[config.mk]
export PLATFORM = sky130hd
export DESIGN_NAME = button_debounce_autorepeat
export DESIGN_NICKNAME = d
export VERILOG_FILES = /design/src/rtl/bda_pkg.sv /design/src/rtl/bda_lane.sv /design/src/rtl/button_debounce_autorepeat.sv
export VERILOG_INCLUDE_DIRS = /design/src /design/src/rtl
export SDC_FILE = /design/constraint.sdc
export NUM_CORES = 2
export LEC_CHECK = 0
export BUFFER_PORTS_ARGS = -buffer_cell sky130_fd_sc_hd__buf_2
export CAP_MARGIN = 20
export CELL_PAD_IN_SITES_DETAIL_PLACEMENT = 1
export CELL_PAD_IN_SITES_GLOBAL_PLACEMENT = 1
export CORE_MARGIN = 2
export CORE_UTILIZATION = 44
export DETAILED_ROUTE_END_ITERATION = 10
export PLACE_DENSITY_LB_ADDON = 0.1
export SKIP_CTS_REPAIR_TIMING = 1
export SLEW_MARGIN = 20
export SYNTH_ARGS = -nofsm -noshare
export SYNTH_HDL_FRONTEND = slang
export SYNTH_HIERARCHICAL = 1
export SYNTH_SLANG_ARGS = --single-unit
[constraint.sdc]
create_clock -name clock -period 5.6 [get_ports clock]
set_clock_uncertainty 0.2 [all_clocks]
set_input_delay 0.56 -clock clock [delete_from_list [all_inputs] [get_ports clock]]
set_output_delay 0.56 -clock clock [all_outputs]
set_load 0.02 [all_outputs]
[src/rtl/assert_macros.svh]
// assertion helpers shared by the rtl
`ifndef ASSERT_MACROS_SVH
`define ASSERT_MACROS_SVH

// property checked every clock, quiet during reset
`define BDA_ASSERT(label, prop, msg) \
   label: assert property (@(posedge clock) disable iff (reset) (prop)) else $error(msg);

// same-cycle implication, quiet during reset
`define BDA_ASSERT_IMP(label, ante, cons, msg) \
   label: assert property (@(posedge clock) disable iff (reset) (ante) |-> (cons)) \
      else $error(msg);

`endif

[src/rtl/bda_pkg.sv]
`timescale 1ns / 1ps
// ----------------------------------------------------------------------------
// bda_pkg
// shared types and constants of the button debounce / autorepeat block
// ----------------------------------------------------------------------------
package bda_pkg;

   localparam int NUM_BUTTONS = 5;
   localparam int TIME_W      = 32;
   localparam int MS_CFG_W    = 16;
   localparam int CSR_DATA_W  = 16;
   localparam int EVENT_W     = $clog2(NUM_BUTTONS + 1);

   localparam logic [EVENT_W-1:0] NO_EVENT = EVENT_W'(NUM_BUTTONS);

   typedef enum logic [1:0] {
      CSR_DEBOUNCE_TIME  = 2'd0,
      CSR_REPEAT_DELAY   = 2'd1,
      CSR_REPEAT_PERIOD  = 2'd2,
      CSR_REPEAT_ENABLE  = 2'd3
   } csr_index_type;

   typedef enum logic {
      ACT_UPDATE = 1'b0,
      ACT_PROBE  = 1'b1
   } action_type;

   // timing settings seen by every lane
   typedef struct packed {
      logic [MS_CFG_W-1:0] debounce_time;
      logic [MS_CFG_W-1:0] repeat_delay;
      logic [MS_CFG_W-1:0] repeat_period;
   } timing_type;

   // what one lane reports for the item it just took
   typedef struct packed {
      logic fire;
      logic down;
      logic locked;
   } lane_status_type;

endpackage

[src/rtl/bda_lane.sv]
`timescale 1ns / 1ps
// ----------------------------------------------------------------------------
// bda_lane
// debounce, autorepeat and startup lock state of one button
// ----------------------------------------------------------------------------
module bda_lane (
   input  logic                            clock,
   input  logic                            reset,
   input  logic                            update,
   input  bda_pkg::action_type             action,
   input  logic                            raw,
   input  logic [bda_pkg::TIME_W-1:0]      now_ms,
   input  bda_pkg::timing_type             timing,
   input  logic                            repeat_en,
   output bda_pkg::lane_status_type        status
);

   logic                         stable_ff, stable_in;
   logic                         last_raw_ff, last_raw_in;
   logic                         locked_ff, locked_in;
   logic [bda_pkg::TIME_W-1:0]   change_time_ff, change_time_in;
   logic [bda_pkg::TIME_W-1:0]   repeat_time_ff, repeat_time_in;
   logic [bda_pkg::TIME_W-1:0]   age;
   logic                         aged;
   logic                         fire;

   assign age  = now_ms - change_time_ff;
   assign aged = age >= {{(bda_pkg::TIME_W - bda_pkg::MS_CFG_W){1'b0}}, timing.debounce_time};

   always_comb begin
      stable_in      = stable_ff;
      last_raw_in    = last_raw_ff;
      locked_in      = locked_ff;
      change_time_in = change_time_ff;
      repeat_time_in = repeat_time_ff;
      fire           = 1'b0;
      if (action == bda_pkg::ACT_PROBE) begin
         if (raw) begin
            locked_in   = 1'b1;
            last_raw_in = 1'b1;
         end
      end else if (raw != last_raw_ff) begin
         // edge seen: only note the new level and the time
         last_raw_in    = raw;
         change_time_in = now_ms;
      end else if (aged) begin
         if (locked_ff) begin
            if (!raw) locked_in = 1'b0;
         end else if (raw && !stable_ff) begin
            stable_in      = 1'b1;
            repeat_time_in = now_ms + {{(bda_pkg::TIME_W - bda_pkg::MS_CFG_W){1'b0}},
                                       timing.repeat_delay};
            fire           = 1'b1;
         end else if (!raw && stable_ff) begin
            stable_in = 1'b0;
         end else if (raw && stable_ff && repeat_en && (now_ms >= repeat_time_ff)) begin
            // plain compare, no wrap
            repeat_time_in = now_ms + {{(bda_pkg::TIME_W - bda_pkg::MS_CFG_W){1'b0}},
                                       timing.repeat_period};
            fire           = 1'b1;
         end
      end
   end

   always_ff @(posedge clock) begin
      if (reset) begin
         stable_ff      <= 1'b0;
         last_raw_ff    <= 1'b0;
         locked_ff      <= 1'b0;
         change_time_ff <= '0;
         repeat_time_ff <= '0;
      end else if (update) begin
         stable_ff      <= stable_in;
         last_raw_ff    <= last_raw_in;
         locked_ff      <= locked_in;
         change_time_ff <= change_time_in;
         repeat_time_ff <= repeat_time_in;
      end
   end

   assign status.fire   = fire;
   assign status.down   = stable_in & ~locked_in;
   assign status.locked = locked_in;

endmodule

[src/rtl/button_debounce_autorepeat.sv]
`timescale 1ns / 1ps
// ----------------------------------------------------------------------------
// button_debounce_autorepeat
// debounce, autorepeat and startup lock for a small set of buttons
// ----------------------------------------------------------------------------
// Takes one item per clock while req_stall is low and returns one result per
// item. The item goes through the input register and then the result
// register, and its result stays on the rsp_ port until the receiver takes
// it. Every button lane works side by side on the registered item, so
// throughput is one item per cycle and is set only by the output side:
// req_stall rises when an item sits in the input register and the result
// register is full and stalled. Settings are to be written through the csr_
// port only while the block is idle; the block itself does not enforce this.
// ----------------------------------------------------------------------------
`include "assert_macros.svh"

module button_debounce_autorepeat (
   input  logic                                  clock,
   input  logic                                  reset,
   // settings write port
   input  logic                                  csr_we,
   input  logic [1:0]                            csr_index,
   input  logic [bda_pkg::CSR_DATA_W-1:0]        csr_wdata,
   // item input
   input  logic                                  req_valid,
   output logic                                  req_stall,
   input  logic                                  req_action,
   input  logic [bda_pkg::NUM_BUTTONS-1:0]       req_raw_pressed,
   input  logic [bda_pkg::TIME_W-1:0]            req_now_ms,
   // result output
   output logic                                  rsp_valid,
   input  logic                                  rsp_stall,
   output logic [bda_pkg::EVENT_W-1:0]           rsp_event_button,
   output logic [bda_pkg::NUM_BUTTONS-1:0]       rsp_down_mask,
   output logic [bda_pkg::NUM_BUTTONS-1:0]       rsp_locked_mask
);

   // settings registers
   bda_pkg::timing_type                  timing_ff;
   logic [bda_pkg::NUM_BUTTONS-1:0]      repeat_en_ff;

   // input register
   logic                                 s1_valid_ff;
   bda_pkg::action_type                  s1_action_ff;
   logic [bda_pkg::NUM_BUTTONS-1:0]      s1_raw_ff;
   logic [bda_pkg::TIME_W-1:0]           s1_now_ff;

   // result register
   logic                                 rsp_valid_ff;
   logic [bda_pkg::EVENT_W-1:0]          event_ff, event_in;
   logic [bda_pkg::NUM_BUTTONS-1:0]      down_ff, down_in;
   logic [bda_pkg::NUM_BUTTONS-1:0]      locked_ff, locked_in;

   bda_pkg::lane_status_type             lane_status [bda_pkg::NUM_BUTTONS];
   logic                                 advance;
   logic                                 req_take;

   // the held item moves on when the result slot is free or being drained
   assign advance   = s1_valid_ff && (!rsp_valid_ff || !rsp_stall);
   assign req_stall = s1_valid_ff && !advance;
   assign req_take  = req_valid && !req_stall;

   // settings writes
   always_ff @(posedge clock) begin
      if (reset) begin
         timing_ff.debounce_time <= bda_pkg::MS_CFG_W'(30);
         timing_ff.repeat_delay  <= bda_pkg::MS_CFG_W'(500);
         timing_ff.repeat_period <= bda_pkg::MS_CFG_W'(120);
         repeat_en_ff            <= bda_pkg::NUM_BUTTONS'(15);
      end else if (csr_we) begin
         unique case (bda_pkg::csr_index_type'(csr_index))
            bda_pkg::CSR_DEBOUNCE_TIME: timing_ff.debounce_time <= csr_wdata;
            bda_pkg::CSR_REPEAT_DELAY:  timing_ff.repeat_delay  <= csr_wdata;
            bda_pkg::CSR_REPEAT_PERIOD: timing_ff.repeat_period <= csr_wdata;
            bda_pkg::CSR_REPEAT_ENABLE: repeat_en_ff <= csr_wdata[bda_pkg::NUM_BUTTONS-1:0];
            default: ;
         endcase
      end
   end

   // input register
   always_ff @(posedge clock) begin
      if (reset) begin
         s1_valid_ff <= 1'b0;
      end else if (req_take) begin
         s1_valid_ff <= 1'b1;
      end else if (advance) begin
         s1_valid_ff <= 1'b0;
      end
   end

   always_ff @(posedge clock) begin
      if (req_take) begin
         s1_action_ff <= bda_pkg::action_type'(req_action);
         s1_raw_ff    <= req_raw_pressed;
         s1_now_ff    <= req_now_ms;
      end
   end

   // one lane per button, all updated by the same item
   for (genvar g = 0; g < bda_pkg::NUM_BUTTONS; g++) begin : g_lane
      bda_lane u_lane (
         .clock     (clock),
         .reset     (reset),
         .update    (advance),
         .action    (s1_action_ff),
         .raw       (s1_raw_ff[g]),
         .now_ms    (s1_now_ff),
         .timing    (timing_ff),
         .repeat_en (repeat_en_ff[g]),
         .status    (lane_status[g])
      );
   end

   // lowest button that fired wins; scan from the top so the lowest is last
   always_comb begin
      event_in = bda_pkg::NO_EVENT;
      for (int i = bda_pkg::NUM_BUTTONS - 1; i >= 0; i--) begin
         down_in[i]   = lane_status[i].down;
         locked_in[i] = lane_status[i].locked;
         if (lane_status[i].fire) event_in = bda_pkg::EVENT_W'(i);
      end
   end

   // result register
   always_ff @(posedge clock) begin
      if (reset) begin
         rsp_valid_ff <= 1'b0;
      end else if (advance) begin
         rsp_valid_ff <= 1'b1;
      end else if (!rsp_stall) begin
         rsp_valid_ff <= 1'b0;
      end
   end

   always_ff @(posedge clock) begin
      if (advance) begin
         event_ff  <= event_in;
         down_ff   <= down_in;
         locked_ff <= locked_in;
      end
   end

   assign rsp_valid        = rsp_valid_ff;
   assign rsp_event_button = event_ff;
   assign rsp_down_mask    = down_ff;
   assign rsp_locked_mask  = locked_ff;

   // a locked button is never reported as down
   `BDA_ASSERT_IMP(a_down_not_locked, rsp_valid_ff, (down_ff & locked_ff) == '0,
      "button reported down while locked")
   // a reported event belongs to a button that is now down
   `BDA_ASSERT_IMP(a_event_is_down, rsp_valid_ff && event_ff != bda_pkg::NO_EVENT,
      ((down_ff >> event_ff) & bda_pkg::NUM_BUTTONS'(1)) != '0,
      "event on a button that is not down")
   // a probe item never reports an event
   `BDA_ASSERT(a_probe_no_event,
      advance && s1_action_ff == bda_pkg::ACT_PROBE |=> event_ff == bda_pkg::NO_EVENT,
      "probe item produced an event")
   // stall only with an item held and the result slot blocked
   `BDA_ASSERT_IMP(a_stall_cause, req_stall, s1_valid_ff && rsp_valid_ff && rsp_stall,
      "input stalled without a blocked result")

endmodule

* Word level (Yosys, flattened, before mapping)
Cells that the tools add are included.
Cells by class: add/sub/neg operators 7, $lt $le $gt $ge 10, equality and inequality tests 19, muxes and demuxes 133, bitwise operators 21, reduce and logical (&&, ||, !) cells 76
Operators with widths (number):
- $mux W32 | 15
- $ge A32 B16 Y1 | 5
- $ge A32 B32 Y1 | 5
- $sub A32 B32 Y32 | 5
- $mux W1 | 116
- $add A32 B16 Y32 | 2
- $reduce_and A7 Y1 | 5
- $reduce_and A3 Y1 | 10
- $logic_and A1 B1 Y1 | 28
- $ne A2 B1 Y1 const B | 11
- $reduce_bool A2 Y1 | 11
- $not A1 Y1 | 16
- $logic_not A1 Y1 | 14
- $reduce_and A2 Y1 | 4
- $and A1 B1 Y1 | 5
- $ne A1 B1 Y1 | 5
- $eq A2 B2 Y1 const B | 2
- $mux W2 | 2
- $reduce_or A4 Y1 | 1
- $eq A2 B1 Y1 const B | 1
- $logic_not A2 Y1 | 1
- $reduce_or A2 Y1 | 1
- $logic_or A1 B1 Y1 | 1
Word-level totals: register bits 441, input bits 61, output and inout port bits 15, logic and storage cells 305

* Logic depth before layout (Yosys ltp)
depth in word-level cells 14, depth in mapped cells 26, mapped depth without buffers 24

* Cells and area by module
The synthesis kept the hierarchy.
By module, submodules not included:
- bda_lane at g_lane[0].u_lane ... | instances 3, cells an instance 965, area an instance 7104.3 um2, sequential area each 1341.3 um2
- bda_lane at g_lane[1].u_lane | instances 1, cells an instance 952, area an instance 7264.5 um2, sequential area each 1341.3 um2
- bda_lane at g_lane[4].u_lane | instances 1, cells an instance 897, area an instance 6771.5 um2, sequential area each 1341.3 um2
- button_debounce_autorepeat | instances 1, cells an instance 293, area an instance 3513.4 um2, sequential area each 2632.5 um2

* Worst setup path before layout
No wires, ideal clock.
kind reg2reg, from reg s1_now_ff[1] (netlist name), to reg event_ff, in the netlist rsp_event_button[0], data pin, setup time 0.254 ns, arrival 5.048 ns, path slack 0.099 ns, stages on the path, launching flop included 21, path through edfxtp_1 inv_1 fa_1 nand2b_1 a211oi_1 o21ai_1 nand2_1 a21oi_1 xnor2_1 ha_1 a21o_1 a2111oi_0 o211ai_1 or4b_4 nor4_4 buf_2 nor4b_1 buf_4 nand2b_1 a21oi_1 nor2_1
Between the ends: elaborated cells between the ends (all ways) 59, classes of those cells add/sub: 5; order compare: 10; mux: 39; reduce/logical: 5
RTL lines:
- start, declared | line button_debounce_autorepeat.sv:46 | logic [bda_pkg::TIME_W-1:0] s1_now_ff;
- start signal, assigned | line button_debounce_autorepeat.sv:96 | s1_now_ff <= req_now_ms;
- parallel branches: the longest is 6 deep, another holds $sub A32 B32 Y32
- $mux W1 (*) | line bda_lane.sv:46 | end else if (aged) begin
- $mux W1 (*) | line bda_lane.sv:42 | end else if (raw != last_raw_ff) begin
- $mux W1 (*) | line bda_lane.sv:37 | if (action == bda_pkg::ACT_PROBE) begin
- named net g_lane[3].u_lane.fire | line bda_lane.sv:25 | logic fire;
- $mux W2 (*) (2 in a row) | line button_debounce_autorepeat.sv:121 | if (lane_status[i].fire) event_in = bda_pkg::EVENT_W'(i);
- $mux W1 (*) | line button_debounce_autorepeat.sv:121
- end signal, assigned | line button_debounce_autorepeat.sv:138 | event_ff <= event_in;
- end, declared | line button_debounce_autorepeat.sv:50 | logic [bda_pkg::EVENT_W-1:0] event_ff, event_in;
Mark *: on every way through the listed nets, which the timed path passes. A chain may end at the register's enable or synchronous reset.

==> results_dict.tcl <==
set metrics [dict create \
    die-area_sq_um 90700 \
    cp.arrival_ps 5620 \
    r2r_start "s1_now_ff[0]" \
    crit_type "flop to flop" \
    ys_seq_area_share_pct 24.0 \
    min_path_cells 3 \
    setup_violations 0 \
    die_h_microns 301 \
    synth_cell_types 106 \
    regArea_sq_um 9340 \
    grt-ovfl-total 0 \
    setup.worst_path.start_class "flop" \
    synth_area_sq_um 38900 \
    yosys.area.top_type_share_pct 20.1 \
    crit_path_end_kind "flop" \
    post-synth-top-area-cell "dfxtp_1" \
    fmax_mhz 183 \
    tns_ps 0 \
    ff2ff_path_depth 22 \
    r2r-end "rsp_event_button[1]" \
    layout_commonest_cell "nand2_1" \
    ioPinCount 76 \
    rsz0062_at_grt "yes" \
    nFillCells 10800 \
    clkLatencyLatePin_ps 680 \
    period_share_pct 97.4 \
    period_needed_ps 5460 \
    initial_core_util_pct 44.6 \
    cts.sinks 441 \
    synthArstFlopShare_pct 0 \
    hold_violations 0 \
    grt_pass1_vias 37800 \
    drt_first_pass_iters 5 \
    detail-route-antenna-nets 0 \
    synthTopCellsByArea "dfxtp_1 (20%), ha_1 (15%), a21oi_1 (7.8%), nand2_1 (5.9%), inv_1 (4.7%)" \
    layout_common_cells "nand2_1 (613), a21oi_1 (607), inv_1 (481)" \
    numCtsBuffers 56 \
    dpl.hpwl_microns 109000 \
    peakVddDrop_uv 237 \
    via_count 38100 \
    cts_tree "done" \
    hp-class "input port to flop" \
    p_per_area_nw_per_um2 224 \
    power.static_leakage_nw 16.0 \
    numPortBuffers 75 \
    synth_edf_count 51 \
    clock-root-buffer "clkbuf_16" \
    cts_buffer_depth 3 \
    max-slew-margin-rel_pct 20.9 \
    cts.clk_slew.worst_paths_ps 60 \
    synth_seq_cells 441 \
    reg2reg_slack_ps 140 \
    hold-path-endpoint "timing_ff[47]" \
    synth_flop_cell "dfxtp_1" \
    syn_area_per_cell_sq_um 7.72 \
    worstMarginPinSlew_ps 1160 \
    critPathRequiredTime_ps 5770 \
    dieWidth_microns 301 \
    antenna_found_initial 6 \
    grt_usage_pct 31.7 \
    drc 0 \
    drtIter0Drc 2465 \
    syn_inst 5037 \
    wl_microns 148000 \
    core_sq_um 87200 \
    gp_congestion 0.954 \
    maxCapViolations 0 \
    ys_warn_count 6 \
    worstHoldStart "csr_wdata[15]" \
    nNetsFinal 5678 \
    via_per_inst 6.01 \
    syn_to_final_growth_pct 11.8 \
    final_max_slew_viol_count 0 \
    cp_max_fo 10 \
    syn-num-nets 5583 \
    status "finished, final reports clean" \
    cts_max_level 2 \
    drive_gt1_share_pct 11.2 \
    wl_per_cell_microns 23.4 \
    worst_hold_slack_ps 14.7 \
    utilization_pct 49.8 \
    grt_max_degree 114 \
    grt_pass1_wl_microns 224000 \
    std_cell_rows 108 \
    multi_input_area_sq_um 26800 \
]
-- area by class of cell --
type	count	share of cell area, %
multi-input cells	3875	61.7
flip-flops and latches	441	21.5
repair buffers	274	4.92
inverters	484	4.18
clock buffers	78	3.72
well taps	1155	3.33
clock inverters	28	0.639
diodes	3	0.0173
-- synth_stat cells (all sizes together) (127+ instances only) --
cell	count
a21oi	647
nand2	618
inv	484
ha	475
dfxtp	390
nor2	257
o21ai	205
xnor2	176
nand3	153
clkbuf	152
a211oi	135
nor3	127
-- registers in the layout (all words and copies together) (netlist names), 32 cells and up --
signal / cells
g_lane.u_lane/change_time_ff: 160
g_lane.u_lane/repeat_time_ff: 160
timing_ff: 48
s1_now_ff: 32
-- cells by family (layout without fill, tap and decap cells) --
group / count (synthesis) / after routing / synth area share, %
compound gates: 1475 / 1475 / 24.7
xor+xnor: 258 / 258 / 5.81
fa+ha+maj: 485 / 485 / 15.8
buf+inv: 722 / 864 / 7.59
flops: 441 / 441 / 24.0
mux: 91 / 91 / 2.60
other cells: 0 / 3 / 0
simple gates: 1565 / 1566 / 19.4
-- critical path, cell delays in order, from the launching register on --
cell and delay, ps:
edfxtp_1 510, buf_4 180, inv_1 60, ha_1 220, fa_1 400, nand2b_1 200, a211oi_2 210, buf_4 160
o21ai_1 120, nand2_1 120, a21oi_1 90, xnor2_1 150, ha_1 300, a21o_1 200, a2111oi_2 410, o211ai_1 170
or4b_4 540, nor4_4 270, buf_6 200, nor4b_1 70, buf_4 180, nor2_1 110, nor3_1 50
-- layer usage --
metal,share of wire (%),up-vias,GRT usage (%)
met4,3.3,0,10.1
met2,45,813,51.5
li1,-,18100,-
met1,47,18900,43.6
met5,0,-,0
met3,4.8,200,3.82
-- per-stage QoR --
step	std cells	worst slack (ps)	power, mW	cell area (sq um)
after global placement	6171	88.8	5.86	40800
after detailed placement	6171	-92.0	5.91	40800
final	6338	143	9.75	43400
after global routing	6338	-68.7	10.2	43400
after floorplan	5037	98.6	5.13	38900
after CTS	6277	-137	9.75	42700
-- power breakdown --
| part | leakage [nW] | total [mW] | internal [mW] | switching [mW] |
|---|---|---|---|---|
| Combinational | 11.5 | 2.54 | 0.971 | 1.57 |
| Sequential | 3.64 | 3.40 | 3.28 | 0.129 |
| Clock | 0.911 | 3.80 | 2.20 | 1.61 |
| Total | 16.0 | 9.75 | 6.45 | 3.30 |
-- worst max-delay path by stage --
stage                       from                   to  slack, ps
floorplan           s1_now_ff[1]  rsp_event_button[0]        100
global placement    s1_now_ff[0]     rsp_down_mask[3]         90
detailed placement  s1_now_ff[0]     rsp_down_mask[3]        -90
CTS                 s1_now_ff[0]     rsp_down_mask[3]       -140
global route        s1_now_ff[0]  rsp_event_button[0]        -70
finish              s1_now_ff[0]  rsp_event_button[1]        140
Power figures use the tool's default switching activity.
